<file path="config.mk">
export PLATFORM = sky130hd
export DESIGN_NAME = hamming_31_26_block_encoder
export DESIGN_NICKNAME = d
export VERILOG_FILES = /design/src/hdl/hmc_pkg.sv /design/src/hdl/hmc_front.sv /design/src/hdl/hmc_queue.sv /design/src/hdl/hmc_back.sv /design/src/hdl/hamming_31_26_block_encoder.sv
export SDC_FILE = /design/constraint.sdc
export NUM_CORES = 1
export LEC_CHECK = 0
export ABC_CLOCK_PERIOD_IN_PS = 35900
export BUFFER_PORTS_ARGS = -buffer_cell sky130_fd_sc_hd__buf_2
export CORE_UTILIZATION = 59
export DETAILED_ROUTE_END_ITERATION = 10
export PLACE_DENSITY = 0.75
export SLEW_MARGIN = 25
export SYNTH_ARGS = -nofsm -noshare
export SYNTH_HDL_FRONTEND = slang
export SYNTH_SLANG_ARGS = --single-unit
</file>
<file path="constraint.sdc">
create_clock -name clk_i -period 35.9 [get_ports clk_i]
set_input_delay 8.975 -clock clk_i [delete_from_list [all_inputs] [get_ports clk_i]]
set_output_delay 8.975 -clock clk_i [all_outputs]
set_load 0.005 [all_outputs]
</file>
<file path="src/hdl/hmc_pkg.sv">
`timescale 1ns / 1ps
// ----------------------------------------------------------------------------
// hmc_pkg
// Shared constants, types and the Hamming(31,26) encode function.
// ----------------------------------------------------------------------------
package hmc_pkg;

  localparam int InBytes   = 26;
  localparam int OutBytes  = 31;
  localparam int Words     = 8;
  localparam int DataBits  = 26;
  localparam int CodeBits  = 31;
  localparam int BlkBits   = InBytes * 8;
  localparam int HoldBits  = (InBytes - 1) * 8;
  localparam int PackBits  = OutBytes * 8;
  localparam int CntW      = 5;
  localparam int QDepth    = 2;
  localparam int QPtrW     = $clog2(QDepth);
  localparam int QCntW     = $clog2(QDepth + 1);

  localparam logic [CntW-1:0] InLast  = CntW'(InBytes - 1);
  localparam logic [CntW-1:0] OutLast = CntW'(OutBytes - 1);

  typedef logic [BlkBits-1:0] blk_t;

  typedef struct packed {
    logic push;
    blk_t blk;
  } hmc_push_t;

  function automatic logic [CodeBits-1:0] hmc_encode(input logic [DataBits-1:0] word);
    logic [CodeBits-1:0] code;
    int                  d;
    logic                par;
    code = '0;
    d    = 0;
    for (int p = 1; p <= CodeBits; p++) begin
      if ((p & (p - 1)) != 0) begin
        code[p-1] = word[d];
        d++;
      end
    end
    for (int k = 0; k < 5; k++) begin
      par = 1'b0;
      for (int p = 1; p <= CodeBits; p++) begin
        if (((p >> k) & 1) != 0) par = par ^ code[p-1];
      end
      code[(1 << k) - 1] = par;
    end
    return code;
  endfunction

endpackage

</file>
<file path="src/hdl/hmc_front.sv">
`timescale 1ns / 1ps
// ----------------------------------------------------------------------------
// hmc_front
// Gathers incoming bytes into 26-byte blocks and pushes each full block.
// ----------------------------------------------------------------------------
module hmc_front import hmc_pkg::*; (
  input  logic            clk_i,
  input  logic            rst_ni,
  input  logic            push,
  output logic            full,
  input  logic [7:0]      data_byte_i,
  input  logic            q_full_i,
  output hmc_push_t       q_push_o
);

  logic [CntW-1:0]     cnt_q, cnt_d;
  logic [HoldBits-1:0] hold_q, hold_d;
  logic                last_byte;
  logic                accept;

  assign last_byte = (cnt_q == InLast);
  assign full      = last_byte & q_full_i;
  assign accept    = push & ~full;

  assign q_push_o.push = accept & last_byte;
  assign q_push_o.blk  = {hold_q, data_byte_i};

  always_comb begin
    cnt_d  = cnt_q;
    hold_d = hold_q;
    if (accept) begin
      if (last_byte) begin
        cnt_d = '0;
      end else begin
        cnt_d  = cnt_q + CntW'(1);
        hold_d = {hold_q[HoldBits-9:0], data_byte_i};
      end
    end
  end

  always_ff @(posedge clk_i or negedge rst_ni) begin
    if (!rst_ni) begin
      cnt_q <= '0;
    end else begin
      cnt_q <= cnt_d;
    end
  end

  always_ff @(posedge clk_i) begin
    hold_q <= hold_d;
  end

endmodule

</file>
<file path="src/hdl/hmc_queue.sv">
`timescale 1ns / 1ps
// ----------------------------------------------------------------------------
// hmc_queue
// Short block queue between the gathering front and the encoding back.
// ----------------------------------------------------------------------------
module hmc_queue import hmc_pkg::*; (
  input  logic      clk_i,
  input  logic      rst_ni,
  input  hmc_push_t push_i,
  output logic      full_o,
  output logic      valid_o,
  output blk_t      blk_o,
  input  logic      pop_i
);

  blk_t             mem_q [QDepth];
  logic [QPtrW-1:0] wr_q, rd_q;
  logic [QCntW-1:0] cnt_q;
  logic             do_push, do_pop;

  assign full_o  = (cnt_q == QCntW'(QDepth));
  assign valid_o = (cnt_q != '0);
  assign blk_o   = mem_q[rd_q];
  assign do_push = push_i.push & ~full_o;
  assign do_pop  = pop_i & valid_o;

  always_ff @(posedge clk_i or negedge rst_ni) begin
    if (!rst_ni) begin
      wr_q  <= '0;
      rd_q  <= '0;
      cnt_q <= '0;
    end else begin
      if (do_push) wr_q <= (wr_q == QPtrW'(QDepth - 1)) ? '0 : wr_q + QPtrW'(1);
      if (do_pop)  rd_q <= (rd_q == QPtrW'(QDepth - 1)) ? '0 : rd_q + QPtrW'(1);
      if (do_push && !do_pop) begin
        cnt_q <= cnt_q + QCntW'(1);
      end else if (do_pop && !do_push) begin
        cnt_q <= cnt_q - QCntW'(1);
      end
    end
  end

  always_ff @(posedge clk_i) begin
    if (do_push) mem_q[wr_q] <= push_i.blk;
  end

endmodule

</file>
<file path="src/hdl/hmc_back.sv">
`timescale 1ns / 1ps
// ----------------------------------------------------------------------------
// hmc_back
// Encodes a queued block into eight codes and sends the 31 bytes in order.
// ----------------------------------------------------------------------------
module hmc_back import hmc_pkg::*; (
  input  logic       clk_i,
  input  logic       rst_ni,
  input  logic       q_valid_i,
  input  blk_t       q_blk_i,
  output logic       q_pop_o,
  output logic       empty,
  input  logic       pop,
  output logic [7:0] code_byte_o,
  output logic       last_of_block_o
);

  logic [PackBits-1:0] pack_q, pack_enc;
  logic [CntW-1:0]     cnt_q;
  logic                valid_q;
  logic                take, last;

  always_comb begin
    for (int w = 0; w < Words; w++) begin
      pack_enc[w*CodeBits +: CodeBits] =
        hmc_encode(q_blk_i[BlkBits-1-w*DataBits -: DataBits]);
    end
  end

  assign last            = (cnt_q == OutLast);
  assign take            = pop & valid_q;
  assign q_pop_o         = q_valid_i & (~valid_q | (take & last));
  assign empty           = ~valid_q;
  assign code_byte_o     = pack_q[PackBits-1 -: 8];
  assign last_of_block_o = last;

  always_ff @(posedge clk_i or negedge rst_ni) begin
    if (!rst_ni) begin
      valid_q <= 1'b0;
      cnt_q   <= '0;
    end else if (q_pop_o) begin
      valid_q <= 1'b1;
      cnt_q   <= '0;
    end else if (take) begin
      if (last) valid_q <= 1'b0;
      cnt_q <= last ? '0 : cnt_q + CntW'(1);
    end
  end

  always_ff @(posedge clk_i) begin
    if (q_pop_o) begin
      pack_q <= pack_enc;
    end else if (take) begin
      pack_q <= {pack_q[PackBits-9:0], 8'h00};
    end
  end

endmodule

</file>
<file path="src/hdl/hamming_31_26_block_encoder.sv">
`timescale 1ns / 1ps
// ----------------------------------------------------------------------------
// hamming_31_26_block_encoder
// Byte-stream Hamming(31,26) block encoder: 26 bytes in, 31 bytes out.
// ----------------------------------------------------------------------------
// path: a full block enters the queue, then is encoded into the output register
// throughput: one result byte per cycle while pop is high, from the output
// serializer; input takes one byte per cycle, stalls only with two blocks queued
// reset: asynchronous, drops any partial block and queued blocks, empty goes high
module hamming_31_26_block_encoder import hmc_pkg::*; (
  input  logic       clk_i,
  input  logic       rst_ni,
  input  logic       push,
  output logic       full,
  input  logic [7:0] data_byte_i,
  output logic       empty,
  input  logic       pop,
  output logic [7:0] code_byte_o,
  output logic       last_of_block_o
);

  hmc_push_t q_push;
  logic      q_full, q_valid, q_pop;
  blk_t      q_blk;

  hmc_front u_front (
    .clk_i       (clk_i),
    .rst_ni      (rst_ni),
    .push        (push),
    .full        (full),
    .data_byte_i (data_byte_i),
    .q_full_i    (q_full),
    .q_push_o    (q_push)
  );

  hmc_queue u_queue (
    .clk_i   (clk_i),
    .rst_ni  (rst_ni),
    .push_i  (q_push),
    .full_o  (q_full),
    .valid_o (q_valid),
    .blk_o   (q_blk),
    .pop_i   (q_pop)
  );

  hmc_back u_back (
    .clk_i           (clk_i),
    .rst_ni          (rst_ni),
    .q_valid_i       (q_valid),
    .q_blk_i         (q_blk),
    .q_pop_o         (q_pop),
    .empty           (empty),
    .pop             (pop),
    .code_byte_o     (code_byte_o),
    .last_of_block_o (last_of_block_o)
  );

endmodule

</file>
==> impl_metrics.yaml <==
placed_design:
  gp_congestion: 0.8399
  numPortBuffers: 22
  place_hpwl_mm: 48.07
  place_ws_ns: 24.01
  place_area_mm2: 0.03922
  dp.cells: 3243
final_layout:
  design_area_mm2: 0.04217
  area_delta_synth_final_pct: 9.621
  nNetsFinal: 2496
  num_antenna_cells: 0
  seqCellArea_mm2: 0.02632
  drive_above_1_share_pct: 7.909
  fin_cells: 3409
  final_util_pct: 65.41
  multiInputGateArea_mm2: 0.01150
  fill_cells: 4466
min_path:
  hold_path.class: "flop to flop"
  min_path_cells: 0
  whs_endpoint: "u_queue.mem_q[0][200]"
  min_from: "u_front.hold_q[192]"
grt:
  grt_max_degree: 204
  grt_pass1_wl_mm: 116.4
  grt_pass1_vias: 19800
  antenna_found_initial: 3
  overflow: 0
  track_usage_pct: 23.21
route:
  vias: 19370
  via_per_inst: 5.682
  drc: 0
  first_iter_violations: 1642
  ant_nets: 0
  drtPass1Iterations: 5
  wl_per_cell_um: 22.44
  wl_mm: 76.49
setup_path:
  crit_arrival_ns: 11.49
  worst_r2r_path_depth: 7
  crit_fanout: 69
  cp-start-kind: "input pin"
  end_kind: "flop"
  rrSetupSlack_ns: 31.94
  timing.setup.critical_path_class: "input pin to flop"
  r2r_start: "u_queue.rd_q"
  worstPathRequired_ns: 36.16
  worstReg2RegEnd: "u_back.pack_q[217]"
floorplanning:
  core_mm2: 0.06446
  die_height_um: 257.3
  start_util_pct: 59.67
  die-width_um: 257.3
  dieArea_mm2: 0.06623
  placementRows: 93
  io_pins: 23
power:
  total_power_mw: 2.865
  sequentialPowerShare_pct: 48.2
  pwr-share-comb_pct: 19.6
  p_int_mw: 2.090
  clockPowerShare_pct: 32.2
  total_leakage_power_nw: 15.65
  power.density_mw_per_mm2: 67.94
  power_switching_mw: 0.7747
  peakVddDrop_mv: 0.04525
  swShare_pct: 27.04
cts:
  h-tree-depth: 3
  tritoncts: "yes"
  clockRootBuffer: "clkbuf_16"
  numCtsBuffers: 88
  post_cts_buffers: 0
  post_cts_resized: 0
  path_clk_slew_ns: 0.06
  clockBufferDepth: 3
  cts_hold_buffers: 0
  cts_num_sinks: 879
  clock_latency_ns: 0.65
sta:
  hold_viol: 0
  fin_worst_skew_ns: 0.03026
  fin_setup_tns_ns: 0
  slew_viol_final: 0
  min_period_ns: 11.23
  tightest_slew_ns: 1.066
  worst_slack_ns: 24.67
  max_freq_ghz: 0.08901
  setup_viol: 0
  rsz0062_at_grt: "no"
  max_slew_margin_pct: 28.91
  fin_crit_sh_pct: 31.29
  timing.hold.ws_ns: 0.4448
synthesis:
  syn_nets: 2468
  synthArstFlopShare_pct: 1.706
  synth_enable_flop_cells: 864
  syn-cell-area_mm2: 0.03847
  synth.most_common_cell: "edfxtp_1"
  ys_ff_latch: 879
  synth_top_area_share_pct: 67.45
  synth_top_area_cell: "edfxtp_1"
  yosys-top-cells-count: "edfxtp_1 (864), mux2i_1 (330), xnor2_1 (293), nor2_1 (230), a21oi_1 (217)"
  synth_warnings: 0
  synth_area_leaders: "edfxtp_1 (67%), mux2i_1 (8.6%), xnor2_1 (6.7%), xor2_1 (4.8%), a21oi_1 (2.8%)"
  syn_avg_cell_area_um2: 15.69
  synth_cell_types: 36
  ys_seq_area_share_pct: 68.42
  syn_inst: 2451
  synth_ff_type: "edfxtp_1"
run_status:
  status: "finished, final reports clean"
flow_run:
  max_cap_violations: 0
[power by group through the flow]
stage	sequential, mW	combinational (mW)	clock [mW]
final	1.38	0.561	0.922
after global routing	1.39	0.610	0.973
after CTS	1.38	0.564	0.934
after detailed placement	1.40	0.560	0
after global placement	1.40	0.548	0
after floorplan	1.40	0.463	0
[layout by cell type, fill, tap and decap left out, types with 3 or more instances in the layout]
cell        count
dfrtp_1        14
nor2_1        228
xnor2_1       293
mux2i_1       330
mux2_2          7
clkbuf_16      89
a21oi_1       216
edfxtp_1      864
clkinvlp_4      6
bufinv_16      11
buf_12          3
mux2i_2         4
nand3_1         7
ha_1            5
xnor2_2         3
buf_4          15
mux2i_4         4
nand2_1        50
clkinv_1       17
xor2_1        213
clkinv_2       20
buf_2          22
xnor3_1        40
inv_6           4
clkbuf_1       14
inv_1           6
o21ai_0        30
o21ai_1        13
[layer usage]
layer	vias to the layer above	GRT usage, %	wire length [um]
met5	-	0	37
met4	6	5.966	1589
met3	110	3.733	3642
met2	443	39.11	38620
met1	9831	31.64	32600
li1	8979	-	-
[worst max path at each step]
stage          slack, ns                     to  depth (start not counted)  start
6_report           24.67  u_queue.mem_q[1][103]                          6   push
4_1_cts            24.67  u_queue.mem_q[1][116]                          6   push
3_3_place_gp       24.05   u_queue.mem_q[1][86]                          6   push
5_1_grt            24.51  u_queue.mem_q[1][126]                          6   push
2_1_floorplan      13.40        u_back.cnt_q[3]                          5    pop
3_5_place_dp       24.01   u_queue.mem_q[1][86]                          6   push
[layout make-up]
| type | instances | area share (%) |
|---|---|---|
| flip-flops and latches | 879 | 62.42 |
| multi-input cells | 1460 | 27.27 |
| clock buffers | 103 | 5.406 |
| well taps | 855 | 2.537 |
| clock inverters | 62 | 1.513 |
| repair buffers | 41 | 0.7358 |
| inverters | 9 | 0.1157 |
[registers in the layout, summed over array words and instances (netlist names)]
register	flops
u_queue.rd_q	1
u_back.pack_q	248
u_queue.cnt_q	2
u_front.hold_q	200
u_front.cnt_q	5
u_back.cnt_q	5
u_queue.wr_q	1
u_back.valid_q	1
u_queue.mem_q	416
[critical path, stage by stage]
cell,delay [ns]
buf_2,0.10
nand3_1,0.18
inv_1,0.14
and2_4,0.42
buf_4,0.66
buf_4,0.89
[logic make-up (layout without fill, tap and decap cells)]
family | count (synthesis) | after routing | synth area share (%)
buf+inv | 112 | 215 | 1.763
flops | 879 | 879 | 68.42
simple gates | 298 | 298 | 3.009
xor+xnor | 550 | 550 | 14.05
compound gates | 262 | 262 | 3.425
mux | 345 | 345 | 9.169
fa+ha+maj | 5 | 5 | 0.1626
(Power assumes the default switching activity.)
